File: src/sv/rss_pkg.sv
package rss_pkg;

   // Field widths
   localparam int SAMPLE_BITS    = 16;
   localparam int COUNT_BITS     = 24;
   localparam int MEAN_FRAC_BITS = 16;
   localparam int MEAN_BITS      = SAMPLE_BITS + MEAN_FRAC_BITS;
   localparam int DEV_BITS       = 62;
   localparam int VAR_BITS       = 40;

   // Deviation product scaling back to 8 fraction bits
   localparam int DEV_SHIFT  = 2 * MEAN_FRAC_BITS - 8;
   localparam int PROD_BITS  = 2 * MEAN_BITS;
   localparam int TERM_BITS  = PROD_BITS - DEV_SHIFT;
   localparam int VAR_HI_BITS = DEV_BITS - VAR_BITS;

   // Shared divider sizing
   localparam int DIV_BITS  = (MEAN_BITS > VAR_BITS) ? MEAN_BITS : VAR_BITS;
   localparam int STEP_BITS = $clog2(DIV_BITS + 1);

   // Stream packing
   localparam int REQ_DATA_BITS = ((SAMPLE_BITS + 7) / 8) * 8;
   localparam int REQ_USER_BITS = 1;
   localparam int RSP_FIELD_BITS = COUNT_BITS + MEAN_BITS + 2 * SAMPLE_BITS + VAR_BITS;
   localparam int RSP_DATA_BITS = ((RSP_FIELD_BITS + 7) / 8) * 8;
   localparam int RSP_USER_BITS = 2;

   // Request kinds carried on req_tuser
   localparam logic CMD_ACCUMULATE = 1'b0;
   localparam logic CMD_CLEAR      = 1'b1;

   // Controller to datapath commands
   typedef struct packed {
      logic load_item;
      logic clear_stats;
      logic mark_full;
      logic mean_start;
      logic mean_update;
      logic diff_capture;
      logic prod_capture;
      logic acc_update;
      logic var_start;
      logic var_saturate;
      logic var_update;
      logic load_out;
   } rss_cmd_type;

   // Datapath to controller status
   typedef struct packed {
      logic is_clear;
      logic is_full;
      logic div_done;
      logic var_needed;
      logic var_sat;
   } rss_status_type;

endpackage

File: src/sv/rss_divider.sv
// Radix-2 restoring divider, one quotient bit per cycle.
// The remainder is preloaded (must be below the divisor) and the dividend
// is left-aligned so that a run of fewer than DIV_BITS steps is allowed.
module rss_divider (
   input  logic                             clock,
   input  logic                             reset,
   input  logic                             start,
   input  logic [rss_pkg::STEP_BITS-1:0]    steps,
   input  logic [rss_pkg::COUNT_BITS-1:0]   divisor,
   input  logic [rss_pkg::COUNT_BITS-1:0]   rem_init,
   input  logic [rss_pkg::DIV_BITS-1:0]     dividend,
   output logic                             done,
   output logic [rss_pkg::DIV_BITS-1:0]     quotient
);

   logic                             busy_ff, busy_in;
   logic                             done_ff, done_in;
   logic [rss_pkg::STEP_BITS-1:0]    cnt_ff, cnt_in;
   logic [rss_pkg::COUNT_BITS-1:0]   div_ff, div_in;
   logic [rss_pkg::COUNT_BITS-1:0]   rem_ff, rem_in;
   logic [rss_pkg::DIV_BITS-1:0]     num_ff, num_in;
   logic [rss_pkg::DIV_BITS-1:0]     quo_ff, quo_in;
   logic [rss_pkg::COUNT_BITS:0]     trial;
   logic [rss_pkg::COUNT_BITS:0]     diff;
   logic                             take;

   // One trial subtraction
   always_comb begin
      trial = {rem_ff, num_ff[rss_pkg::DIV_BITS-1]};
      diff  = trial - {1'b0, div_ff};
      take  = (trial >= {1'b0, div_ff});
   end

   // Next state
   always_comb begin
      busy_in = busy_ff;
      done_in = 1'b0;
      cnt_in  = cnt_ff;
      div_in  = div_ff;
      rem_in  = rem_ff;
      num_in  = num_ff;
      quo_in  = quo_ff;
      if (start) begin
         busy_in = 1'b1;
         cnt_in  = steps;
         div_in  = divisor;
         rem_in  = rem_init;
         num_in  = dividend;
         quo_in  = '0;
      end else if (busy_ff) begin
         rem_in = take ? diff[rss_pkg::COUNT_BITS-1:0] : trial[rss_pkg::COUNT_BITS-1:0];
         num_in = num_ff << 1;
         quo_in = {quo_ff[rss_pkg::DIV_BITS-2:0], take};
         cnt_in = cnt_ff - 1'b1;
         if (cnt_ff == rss_pkg::STEP_BITS'(1)) begin
            busy_in = 1'b0;
            done_in = 1'b1;
         end
      end
   end

   // Control
   always_ff @(posedge clock) begin
      if (reset) begin
         busy_ff <= 1'b0;
         done_ff <= 1'b0;
         cnt_ff  <= '0;
      end else begin
         busy_ff <= busy_in;
         done_ff <= done_in;
         cnt_ff  <= cnt_in;
      end
   end

   // Operands
   always_ff @(posedge clock) begin
      div_ff <= div_in;
      rem_ff <= rem_in;
      num_ff <= num_in;
      quo_ff <= quo_in;
   end

   assign done     = done_ff;
   assign quotient = quo_ff;

endmodule

File: src/sv/rss_datapath.sv
// Statistics registers, Welford update arithmetic and the result register.
module rss_datapath (
   input  logic                                clock,
   input  logic                                reset,
   input  rss_pkg::rss_cmd_type                cmd,
   output rss_pkg::rss_status_type             status,
   input  logic [rss_pkg::REQ_DATA_BITS-1:0]   req_tdata,
   input  logic [rss_pkg::REQ_USER_BITS-1:0]   req_tuser,
   output logic [rss_pkg::RSP_DATA_BITS-1:0]   rsp_tdata,
   output logic [rss_pkg::RSP_USER_BITS-1:0]   rsp_tuser
);

   localparam int MB = rss_pkg::MEAN_BITS;

   // Latched request
   logic                                  clear_ff, clear_in;
   logic signed [rss_pkg::SAMPLE_BITS-1:0] sample_ff, sample_in;

   // Statistics
   logic [rss_pkg::COUNT_BITS-1:0]        count_ff, count_in;
   logic signed [MB-1:0]                  mean_ff, mean_in;
   logic [rss_pkg::DEV_BITS-1:0]          dev_ff, dev_in;
   logic signed [rss_pkg::SAMPLE_BITS-1:0] min_ff, min_in;
   logic signed [rss_pkg::SAMPLE_BITS-1:0] max_ff, max_in;
   logic [rss_pkg::VAR_BITS-1:0]          var_ff, var_in;
   logic                                  var_ok_ff, var_ok_in;
   logic                                  full_ff, full_in;

   // Working values
   logic                                  dneg_ff, dneg_in;
   logic [MB-1:0]                         dmag_ff, dmag_in;
   logic [MB-1:0]                         emag_ff, emag_in;
   logic [rss_pkg::PROD_BITS-1:0]         prod_ff, prod_in;

   // Result register
   logic [rss_pkg::RSP_DATA_BITS-1:0]     rdata_ff, rdata_in;
   logic [rss_pkg::RSP_USER_BITS-1:0]     ruser_ff, ruser_in;

   logic [MB-1:0]                         q;
   logic [MB:0]                           d, d_neg;
   logic [MB-1:0]                         dmag;
   logic [MB:0]                           e, e_neg;
   logic [MB-1:0]                         emag;
   logic [MB-1:0]                         step;
   logic [rss_pkg::COUNT_BITS-1:0]        n_next;
   logic [rss_pkg::COUNT_BITS-1:0]        n_less;
   logic [rss_pkg::VAR_HI_BITS-1:0]       dev_hi;
   logic [rss_pkg::TERM_BITS-1:0]         term;
   logic [rss_pkg::DEV_BITS:0]            dev_sum;

   logic                                  div_start;
   logic [rss_pkg::STEP_BITS-1:0]         div_steps;
   logic [rss_pkg::COUNT_BITS-1:0]        div_divisor;
   logic [rss_pkg::COUNT_BITS-1:0]        div_rem;
   logic [rss_pkg::DIV_BITS-1:0]          div_dividend;
   logic                                  div_done;
   logic [rss_pkg::DIV_BITS-1:0]          div_quotient;

   // Sample scaled to the mean format and its distance to the mean
   always_comb begin
      q     = {sample_ff, {rss_pkg::MEAN_FRAC_BITS{1'b0}}};
      d     = {q[MB-1], q} - {mean_ff[MB-1], mean_ff};
      d_neg = -d;
      dmag  = d[MB] ? d_neg[MB-1:0] : d[MB-1:0];
      e     = {q[MB-1], q} - {mean_ff[MB-1], mean_ff};
      e_neg = -e;
      emag  = e[MB] ? e_neg[MB-1:0] : e[MB-1:0];
   end

   // Counts, deviation term and variance overflow check
   always_comb begin
      n_next  = count_ff + 1'b1;
      n_less  = count_ff - 1'b1;
      dev_hi  = dev_ff[rss_pkg::DEV_BITS-1:rss_pkg::VAR_BITS];
      step    = div_quotient[MB-1:0];
      term    = prod_ff[rss_pkg::PROD_BITS-1:rss_pkg::DEV_SHIFT];
      dev_sum = {1'b0, dev_ff} + (rss_pkg::DEV_BITS + 1)'(term);
   end

   // Shared divider operands: mean step or variance
   always_comb begin
      div_start = cmd.mean_start | cmd.var_start;
      if (cmd.var_start) begin
         div_steps    = rss_pkg::STEP_BITS'(rss_pkg::VAR_BITS);
         div_divisor  = n_less;
         div_rem      = rss_pkg::COUNT_BITS'(dev_hi);
         div_dividend = rss_pkg::DIV_BITS'(dev_ff[rss_pkg::VAR_BITS-1:0])
                        << (rss_pkg::DIV_BITS - rss_pkg::VAR_BITS);
      end else begin
         div_steps    = rss_pkg::STEP_BITS'(MB);
         div_divisor  = n_next;
         div_rem      = '0;
         div_dividend = rss_pkg::DIV_BITS'(dmag) << (rss_pkg::DIV_BITS - MB);
      end
   end

   rss_divider u_divider (
      .clock    (clock),
      .reset    (reset),
      .start    (div_start),
      .steps    (div_steps),
      .divisor  (div_divisor),
      .rem_init (div_rem),
      .dividend (div_dividend),
      .done     (div_done),
      .quotient (div_quotient)
   );

   // Next values of all registers
   always_comb begin
      clear_in  = clear_ff;
      sample_in = sample_ff;
      count_in  = count_ff;
      mean_in   = mean_ff;
      dev_in    = dev_ff;
      min_in    = min_ff;
      max_in    = max_ff;
      var_in    = var_ff;
      var_ok_in = var_ok_ff;
      full_in   = full_ff;
      dneg_in   = dneg_ff;
      dmag_in   = dmag_ff;
      emag_in   = emag_ff;
      prod_in   = prod_ff;
      rdata_in  = rdata_ff;
      ruser_in  = ruser_ff;

      if (cmd.load_item) begin
         clear_in  = (req_tuser[0] == rss_pkg::CMD_CLEAR);
         sample_in = req_tdata[rss_pkg::SAMPLE_BITS-1:0];
         full_in   = 1'b0;
      end
      if (cmd.clear_stats) begin
         count_in  = '0;
         mean_in   = '0;
         dev_in    = '0;
         min_in    = {1'b0, {(rss_pkg::SAMPLE_BITS-1){1'b1}}};
         max_in    = {1'b1, {(rss_pkg::SAMPLE_BITS-1){1'b0}}};
         var_in    = '0;
         var_ok_in = 1'b0;
      end
      if (cmd.mark_full) begin
         full_in = 1'b1;
      end
      if (cmd.mean_start) begin
         dneg_in = d[MB];
         dmag_in = dmag;
      end
      // Mean step, count and extremes
      if (cmd.mean_update) begin
         mean_in  = dneg_ff ? (mean_ff - $signed(step)) : (mean_ff + $signed(step));
         count_in = n_next;
         if (sample_ff > max_ff) begin
            max_in = sample_ff;
         end
         if (sample_ff < min_ff) begin
            min_in = sample_ff;
         end
      end
      if (cmd.diff_capture) begin
         emag_in = emag;
      end
      if (cmd.prod_capture) begin
         prod_in = dmag_ff * emag_ff;
      end
      // Saturating deviation sum
      if (cmd.acc_update) begin
         dev_in = dev_sum[rss_pkg::DEV_BITS] ? '1 : dev_sum[rss_pkg::DEV_BITS-1:0];
      end
      if (cmd.var_saturate) begin
         var_in    = '1;
         var_ok_in = 1'b1;
      end
      if (cmd.var_update) begin
         var_in    = div_quotient[rss_pkg::VAR_BITS-1:0];
         var_ok_in = 1'b1;
      end
      // Fields from the lowest bit: count, mean, minimum, maximum, variance
      if (cmd.load_out) begin
         rdata_in = rss_pkg::RSP_DATA_BITS'({var_ok_ff ? var_ff : '0, max_ff, min_ff,
                                             mean_ff, count_ff});
         ruser_in = {full_ff, var_ok_ff};
      end
   end

   // Statistics are architectural state and reset with the block
   always_ff @(posedge clock) begin
      if (reset) begin
         count_ff  <= '0;
         mean_ff   <= '0;
         dev_ff    <= '0;
         min_ff    <= {1'b0, {(rss_pkg::SAMPLE_BITS-1){1'b1}}};
         max_ff    <= {1'b1, {(rss_pkg::SAMPLE_BITS-1){1'b0}}};
         var_ff    <= '0;
         var_ok_ff <= 1'b0;
         full_ff   <= 1'b0;
      end else begin
         count_ff  <= count_in;
         mean_ff   <= mean_in;
         dev_ff    <= dev_in;
         min_ff    <= min_in;
         max_ff    <= max_in;
         var_ff    <= var_in;
         var_ok_ff <= var_ok_in;
         full_ff   <= full_in;
      end
   end

   // Payload
   always_ff @(posedge clock) begin
      clear_ff  <= clear_in;
      sample_ff <= sample_in;
      dneg_ff   <= dneg_in;
      dmag_ff   <= dmag_in;
      emag_ff   <= emag_in;
      prod_ff   <= prod_in;
      rdata_ff  <= rdata_in;
      ruser_ff  <= ruser_in;
   end

   // Status to the controller
   always_comb begin
      status.is_clear   = clear_ff;
      status.is_full    = (count_ff == '1);
      status.div_done   = div_done;
      status.var_needed = (count_ff >= rss_pkg::COUNT_BITS'(2));
      status.var_sat    = (rss_pkg::DEV_BITS'(dev_hi) >= rss_pkg::DEV_BITS'(n_less));
   end

   assign rsp_tdata = rdata_ff;
   assign rsp_tuser = ruser_ff;

endmodule

File: src/sv/rss_ctrl.sv
// Sequencer for one request: dispatch, mean division, deviation product,
// accumulate, variance division and hand-off to the result register.
module rss_ctrl (
   input  logic                     clock,
   input  logic                     reset,
   input  logic                     req_tvalid,
   output logic                     req_tready,
   output logic                     rsp_tvalid,
   input  logic                     rsp_tready,
   input  rss_pkg::rss_status_type  status,
   output rss_pkg::rss_cmd_type     cmd
);

   typedef enum logic [3:0] {
      ST_IDLE,
      ST_DISPATCH,
      ST_MEAN,
      ST_DIFF,
      ST_PROD,
      ST_ACC,
      ST_VAR,
      ST_VAR_WAIT,
      ST_REPORT
   } state_type;

   state_type state_ff, state_in;
   logic      rsp_valid_ff, rsp_valid_in;
   logic      out_free;

   assign out_free = ~rsp_valid_ff | rsp_tready;

   // Commands and next state
   always_comb begin
      cmd      = '0;
      state_in = state_ff;
      case (state_ff)
         ST_IDLE: begin
            if (req_tvalid) begin
               cmd.load_item = 1'b1;
               state_in      = ST_DISPATCH;
            end
         end
         ST_DISPATCH: begin
            if (status.is_clear) begin
               cmd.clear_stats = 1'b1;
               state_in        = ST_REPORT;
            end else if (status.is_full) begin
               cmd.mark_full = 1'b1;
               state_in      = ST_REPORT;
            end else begin
               cmd.mean_start = 1'b1;
               state_in       = ST_MEAN;
            end
         end
         ST_MEAN: begin
            if (status.div_done) begin
               cmd.mean_update = 1'b1;
               state_in        = ST_DIFF;
            end
         end
         ST_DIFF: begin
            cmd.diff_capture = 1'b1;
            state_in         = ST_PROD;
         end
         ST_PROD: begin
            cmd.prod_capture = 1'b1;
            state_in         = ST_ACC;
         end
         ST_ACC: begin
            cmd.acc_update = 1'b1;
            state_in       = ST_VAR;
         end
         // Variance only from two samples on; quotient overflow caught up front
         ST_VAR: begin
            if (!status.var_needed) begin
               state_in = ST_REPORT;
            end else if (status.var_sat) begin
               cmd.var_saturate = 1'b1;
               state_in         = ST_REPORT;
            end else begin
               cmd.var_start = 1'b1;
               state_in      = ST_VAR_WAIT;
            end
         end
         ST_VAR_WAIT: begin
            if (status.div_done) begin
               cmd.var_update = 1'b1;
               state_in       = ST_REPORT;
            end
         end
         ST_REPORT: begin
            if (out_free) begin
               cmd.load_out = 1'b1;
               state_in     = ST_IDLE;
            end
         end
         default: begin
            state_in = ST_IDLE;
         end
      endcase
      rsp_valid_in = cmd.load_out | (rsp_valid_ff & ~rsp_tready);
   end

   // State and registered outputs
   always_ff @(posedge clock) begin
      if (reset) begin
         state_ff     <= ST_IDLE;
         rsp_valid_ff <= 1'b0;
      end else begin
         state_ff     <= state_in;
         rsp_valid_ff <= rsp_valid_in;
      end
   end

   assign req_tready = (state_ff == ST_IDLE);
   assign rsp_tvalid = rsp_valid_ff;

endmodule

File: src/sv/running_sample_statistics.sv
// An accumulated sample runs the mean division (32 divider steps) and then the variance
// division (40 steps) on one shared divider before it reaches the result register; the
// variance division is skipped below two samples or when its quotient would overflow.
// A clear or a dropped sample goes straight to the result register. Requests are taken
// one at a time; the next request is taken while a result waits on rsp_tready.
// Reset (synchronous): empty statistics, minimum at most positive, maximum at most negative.
module running_sample_statistics (
   input  logic                                clock,
   input  logic                                reset,
   // Request
   input  logic                                req_tvalid,
   output logic                                req_tready,
   input  logic [rss_pkg::REQ_DATA_BITS-1:0]   req_tdata,  // [15:0] sample
   input  logic [rss_pkg::REQ_USER_BITS-1:0]   req_tuser,  // [0] cmd (1 = clear)
   // Result
   output logic                                rsp_tvalid,
   input  logic                                rsp_tready,
   output logic [rss_pkg::RSP_DATA_BITS-1:0]   rsp_tdata,  // count, mean, minimum, maximum,
                                                           // variance
   output logic [rss_pkg::RSP_USER_BITS-1:0]   rsp_tuser   // [0] variance_valid,
                                                           // [1] count_full
);

   rss_pkg::rss_cmd_type    cmd;
   rss_pkg::rss_status_type status;

   rss_ctrl u_ctrl (
      .clock      (clock),
      .reset      (reset),
      .req_tvalid (req_tvalid),
      .req_tready (req_tready),
      .rsp_tvalid (rsp_tvalid),
      .rsp_tready (rsp_tready),
      .status     (status),
      .cmd        (cmd)
   );

   rss_datapath u_datapath (
      .clock     (clock),
      .reset     (reset),
      .cmd       (cmd),
      .status    (status),
      .req_tdata (req_tdata),
      .req_tuser (req_tuser),
      .rsp_tdata (rsp_tdata),
      .rsp_tuser (rsp_tuser)
   );

endmodule

File: config.mk
export PLATFORM = sky130hd
export DESIGN_NAME = running_sample_statistics
export DESIGN_NICKNAME = d
export VERILOG_FILES = /design/src/sv/rss_pkg.sv /design/src/sv/rss_divider.sv /design/src/sv/rss_datapath.sv /design/src/sv/rss_ctrl.sv /design/src/sv/running_sample_statistics.sv
export SDC_FILE = /design/constraint.sdc
export NUM_CORES = 2
export LEC_CHECK = 0
export ABC_CLOCK_PERIOD_IN_PS = 7800
export BUFFER_PORTS_ARGS = -buffer_cell sky130_fd_sc_hd__buf_2
export CELL_PAD_IN_SITES_DETAIL_PLACEMENT = 0
export CELL_PAD_IN_SITES_GLOBAL_PLACEMENT = 2
export CORE_ASPECT_RATIO = 1.4
export CORE_MARGIN = 2
export CORE_UTILIZATION = 38
export DETAILED_ROUTE_END_ITERATION = 10
export PLACE_DENSITY_LB_ADDON = 0.1
export SYNTH_ARGS = -nofsm -noshare
export SYNTH_HDL_FRONTEND = slang
export SYNTH_HIERARCHICAL = 1
export SYNTH_SLANG_ARGS = --single-unit
File: constraint.sdc
create_clock -name clock -period 7.8 [get_ports clock]
set_input_delay 0.39 -clock clock [delete_from_list [all_inputs] [get_ports clock]]
set_output_delay 0.39 -clock clock [all_outputs]
set_load 0.03 [all_outputs]
== Word level (Yosys, flattened, before mapping) ==
Cells that the tools add are included.
W data, S select, Z words.

* Register bits: 609
* Input bits: 21
* Output and inout port bits: 132

* $add $sub $neg: 9
* Multiply operators: 1
* Magnitude comparators: 5
* Eq/ne operators: 14
* Multiplexer cells: 66
* Bitwise logic cells: 7
* Reduce and logical (&&, ||, !) cells: 8

{| class="wikitable"
|+ Operators by type and width
! operator !! number
|-
| $mux W40 || 6
|-
| $mux W62 || 3
|-
| $mux W24 || 6
|-
| $mux W32 || 4
|-
| $mux W16 || 6
|-
| $mul A32 B32 Y64 || 1
|-
| $add A62 B40 Y63 || 1
|-
| $mux W4 || 9
|-
| $pmux W4 S9 || 1
|-
| $sub A32 B32 Y33 || 1
|-
| $add A32 B32 Y32 || 1
|-
| $neg A32 Y32 || 1
|-
| $sub A32 B32 Y32 || 1
|-
| $ge A25 B24 Y1 || 1
|-
| $add A24 B1 Y24 const B || 1
|-
| $eq A24 B24 Y1 const B || 1
|-
| $ge A22 B24 Y1 || 1
|-
| $ge A24 B2 Y1 const B || 1
|-
| $mux W1 || 24
|-
| $sub A24 B1 Y24 const B || 1
|-
| $sub A24 B24 Y24 || 1
|-
| $mux W22 || 1
|-
| $eq A4 B3 Y1 const B || 4
|-
| $gt A16 B16 Y1 || 1
|-
| 19 further kinds || 32
|}

== Logic depth before layout (Yosys ltp) ==
* Depth in word-level cells: 7
* Depth in mapped cells: 30

== Modules after synthesis ==
Netlist, hierarchy kept.

{| class="wikitable"
|+ By module, submodules not included
! module !! times used !! cells each !! area each (um2) !! seq. area each (um2)
|-
| rss_datapath || 1 || 5990 || 56748.2 || 11410.9
|-
| rss_divider || 1 || 610 || 6912.9 || 3603.5
|-
| rss_ctrl || 1 || 65 || 441.7 || 100.1
|}

== Worst setup path before layout ==
No wires, ideal clock.

* Path kind: register to register
* Start point: register u_datapath.emag_ff[9]
* End point: register u_datapath/prod_ff[63] (netlist name), data pin
* Setup time: 0.265 ns
* Arrival time: 7.740 ns
* Data required time: 7.535 ns
* Setup slack: -0.206 ns
* Stages on the path, launching flop included: 27
* Path buffers: 2
* Period minus slack after synthesis: 8.006 ns
* Cells stage by stage: edfxtp_1 > clkbuf_1 > and2_1 > fa_1 > fa_1 > inv_1 > fa_1 > fa_1 > fa_1 > inv_1 > fa_1 > fa_1 > inv_1 > fa_1 > inv_1 > ha_1 > clkbuf_1 > a21oi_1 > o21ai_0 > a2111oi_0 > o21ai_0 > o311ai_0 > o21ai_0 > a221oi_1 > o21bai_1 > a221oi_1 > xnor2_1

* Word-level cells in the longest chain between the ends: 1

{| class="wikitable"
|+ Ends and longest elaborated chain
! item !! RTL line !! RTL
|-
| from (decl) || rss_datapath.sv:32 || <nowiki>logic [MB-1:0] emag_ff, emag_in;</nowiki>
|-
| from (signal assigned) || rss_datapath.sv:215 || <nowiki>emag_ff <= emag_in;</nowiki>
|-
| $mul A32 B32 Y64 || rss_datapath.sv:164 || <nowiki>prod_in = dmag_ff * emag_ff;</nowiki>
|-
| to (signal assigned) || rss_datapath.sv:216 || <nowiki>prod_ff <= prod_in;</nowiki>
|-
| to (decl) || rss_datapath.sv:33 || <nowiki>logic [rss_pkg::PROD_BITS-1:0] prod_ff, prod_in;</nowiki>
|}

Every way passes these cells.
A chain may end at the register's enable or synchronous reset.

== Worst setup path in the final report ==
* Start point: register u_datapath.emag_ff[16]
* End point: register u_datapath/prod_ff[63] (netlist name), data pin

Same word-level chain as after synthesis.

==> reports/results.tsv <==
stage	metric	value	unit
sta	min_period	8130	ps
sta	setup_repair_after_global_routing_missed_its_margin	yes	
grt	antenna_found_initial	5	
sta	layout_worst_path_cycle_share	104	%
yosys	synthDominantCellAreaShare	28.0	%
yosys	post_synth_edffs	340	
grt	grt_pass1_wl	302	mm
layout	layout.cell_area.non_filler	73600	µm²
route	detailroute.via_count	46600	
layout	finish.net_count	8308	
clock_tree	cts_bufs_inserted	68	
yosys	yosys_most_used_dff	sky130_fd_sc_hd__edfxtp_1	
floorplan	initial_core_util	38.2	%
placement	numPortBuffers	152	
placement	placed_cells_incl_taps	9082	
sta	setup_viol_count_final	16	
clock_tree	h-tree-depth	3	
clock_tree	numClockSinks	585	
critical_path	start_kind	flop	
floorplan	die_y	490	µm
route	route.detailed.vias_per_inst	5.03	
yosys	synth_cell_type_count	97	
floorplan	io_pins	153	
placement	gp_congestion	0.841	
yosys	async_flop_share	0	%
clock_tree	clock_latency	670	ps
route	remaining_drc_errors	0	
route	drt-wirelength-per-cell	20.5	µm
yosys	synth_top_cells_by_area	sky130_fd_sc_hd__fa_1 (28%), sky130_fd_sc_hd__edfxtp_1 (16%), sky130_fd_sc_hd__ha_1 (8.4%)	
route	antenna_violating_nets_post_route	0	
yosys	seq_area_frac_synth	23.6	%
layout	final_cells	9267	
sta	worst_slew_margin_rel	20.8	%
floorplan	die_area	172000	µm²
yosys	yosysWarningCount	6	
status	violations	setup timing	
critical_path	arrival	8480	ps
critical_path	timing.critical_path.slowest_cell_delay	590	ps
yosys	syn_inst	6665	
yosys	ys_ff_latch	585	
hold_path	timing.hold.worst.class	primary input to flop	
route	dr.first_iter.drc_count	2240	
grt	grt_max_degree	120	
floorplan	floorplan.die.width	351	µm
yosys	synthDominantAreaCellType	sky130_fd_sc_hd__fa_1	
critical_path	timing.critical_path.mode_cell	sky130_fd_sc_hd__fa_1	
sta	fin_setup_tns	-3150	ps
clock_tree	cts.root.buffer_cell	sky130_fd_sc_hd__clkbuf_16	
sta	achievable-frequency	123	MHz
run	maxCapViolations	0	
clock_tree	clk_transition_reported_paths	60	ps
status	run_status	complete, but fails checks	
route	drt_first_pass_iters	5	
grt	first_global_vias	50800	
grt	grt_overflow	0	
layout	growth_of_design_area_from_synthesis_to_finish	14.9	%
critical_path	cp_max_fo	7	
critical_path	critical_path_class	flop to flop	
placement	post_dp_cell_area	69900	µm²
floorplan	core-area	168000	µm²
clock_tree	buffers_from_clock_root_to_sink_at_most	3	
yosys	syn_area	64100	µm²
route	postRouteWirelength	190	mm
layout	leading_cell_types_in_the_layout_fill_and_taps_excluded	sky130_fd_sc_hd__inv_1 (990), sky130_fd_sc_hd__fa_1 (859), sky130_fd_sc_hd__and2_1 (650), sky130_fd_sc_hd__nand2_1 (611), sky130_fd_sc_hd__ha_1 (416)	
layout	drive_gt1_share	13.8	%
placement	dp.final_hpwl	150	mm
critical_path	required	8160	ps
sta	skew	61.8	ps
critical_path	cp_slowest_cell	sky130_fd_sc_hd__fa_2	
floorplan	row_count	178	
sta	max_slew.worst_pin.slew	1190	ps
sta	hold_viol	0	
critical_path	timing.critical_path.to_type	flop	
layout	final_common_cell	sky130_fd_sc_hd__inv_1	
sta	worst_slack	-329	ps
grt	groute.usage.overall	22.6	%
clock_tree	cts_tree	built	
yosys	syn_avg_cell_area	9.62	µm²
sta	count_of_final_max_slew_check_failures	0	
cell type report:
cell class,instances,area [µm²]
fill,16300,94100
multi-input combinational,4703,44500
sequential,585,15100
timing repair buffer,590,5010
inverter,1010,3790
tap,2250,2820
clock buffer,83,1800
clock inverter,43,577
antenna,3,7.51
registers in the layout, summed over array words and instances, names as in the netlist, 32 cells and up:
name / flops
u_datapath/dev_ff: 62
u_datapath/dmag_ff: 32
u_datapath/emag_ff: 32
u_datapath/mean_ff: 32
u_datapath/prod_ff: 40
u_datapath/rsp_tdata: 128
u_datapath/u_divider/num_ff: 40
u_datapath/u_divider/quotient: 40
u_datapath/var_ff: 40
what timing repair did:
action,in CTS,in global routing
hold buffers,17,0
cloned,1,1
hold endpoints to repair,17,0
gates resized for setup,113,86
pin swaps,94,93
setup buffers,26,15
setup endpoints to repair,34,29
stage by stage:
step,worst slack [ps],utilization [%],hold WS [ps]
finish,-329,43.9,88.5
global route,-583,43.9,78.8
CTS,-368,43.7,30.7
detailed placement,-1620,41.7,424
global placement,-1640,41.7,432
floorplan,52.3,-,406
synth_stat cells, types with 19 or more instances:
cell                       number
sky130_fd_sc_hd__and3_1        38
sky130_fd_sc_hd__buf_1         26
sky130_fd_sc_hd__clkbuf_1     327
sky130_fd_sc_hd__nor3b_1       35
sky130_fd_sc_hd__a311oi_1      21
sky130_fd_sc_hd__or3_1         28
sky130_fd_sc_hd__ha_1         431
sky130_fd_sc_hd__inv_1       1008
sky130_fd_sc_hd__dfxtp_1      245
sky130_fd_sc_hd__nor2_1       247
sky130_fd_sc_hd__o211ai_1      24
sky130_fd_sc_hd__nand3_1       69
sky130_fd_sc_hd__nand2_1      615
sky130_fd_sc_hd__nor2b_1       92
sky130_fd_sc_hd__edfxtp_1     340
sky130_fd_sc_hd__fa_1         898
sky130_fd_sc_hd__a21oi_1      327
sky130_fd_sc_hd__nor3_1       114
sky130_fd_sc_hd__a21o_1       120
sky130_fd_sc_hd__mux2i_1       72
sky130_fd_sc_hd__nand2b_1      42
sky130_fd_sc_hd__a211oi_1      40
sky130_fd_sc_hd__a31oi_1       41
sky130_fd_sc_hd__o21ai_0      128
sky130_fd_sc_hd__xnor2_1      166
sky130_fd_sc_hd__mux2_2        71
sky130_fd_sc_hd__nor4_1        19
sky130_fd_sc_hd__xor2_1        97
sky130_fd_sc_hd__nand4_1       32
sky130_fd_sc_hd__and2_1       664
critical path: cells and delay by family (launching register included):
kind                       cells  cell delay, ps
xor gates and xnor gates       1             120
buffers and inverters          9            1010
adders and majority gates      9            4280
DFF                            1             440
and+or+nand+nor                1             160
AOI/OAI and AO/OA              9            1810
cell families (layout without fill, tap and decap cells):
family / count (synthesis) / count (layout) / synth area share [%]
AND/OR/NAND/NOR: 2065 / 2065 / 16.8
multiplexers: 144 / 144 / 2.39
AO/OA/AOI/OAI: 895 / 895 / 9.01
XOR/XNOR: 263 / 263 / 3.59
other: 2 / 10 / 0.0117
flip-flops: 585 / 585 / 23.6
adder cells (fa/ha/maj): 1329 / 1329 / 36.5
buffers and inverters: 1382 / 1726 / 8.19
final timing paths:
check	end	from	cells past startpoint	slack, ps
hold / removal	u_datapath/count_ff[3]	reset	2	90
setup / recovery	u_datapath/prod_ff[63]	u_datapath/emag_ff[16]	29	-330
hold reg to reg	u_datapath/rsp_tdata[71]	u_datapath/min_ff[15]	0	450
setup reg to reg	u_datapath/prod_ff[63]	u_datapath/emag_ff[16]	29	-330
metal layers:
layer | global-route usage [%] | up-vias | wire length (µm)
met1 | 29.2 | 23700 | 82700
met4 | 4.37 | 0 | 3580
met5 | 0 | - | 0
met2 | 41.1 | 637 | 98800
met3 | 1.79 | 171 | 4780
li1 | - | 22000 | -
Power is not shown: default switching activity piles up to over one toggle a cycle in this logic, so the estimate is an artifact.
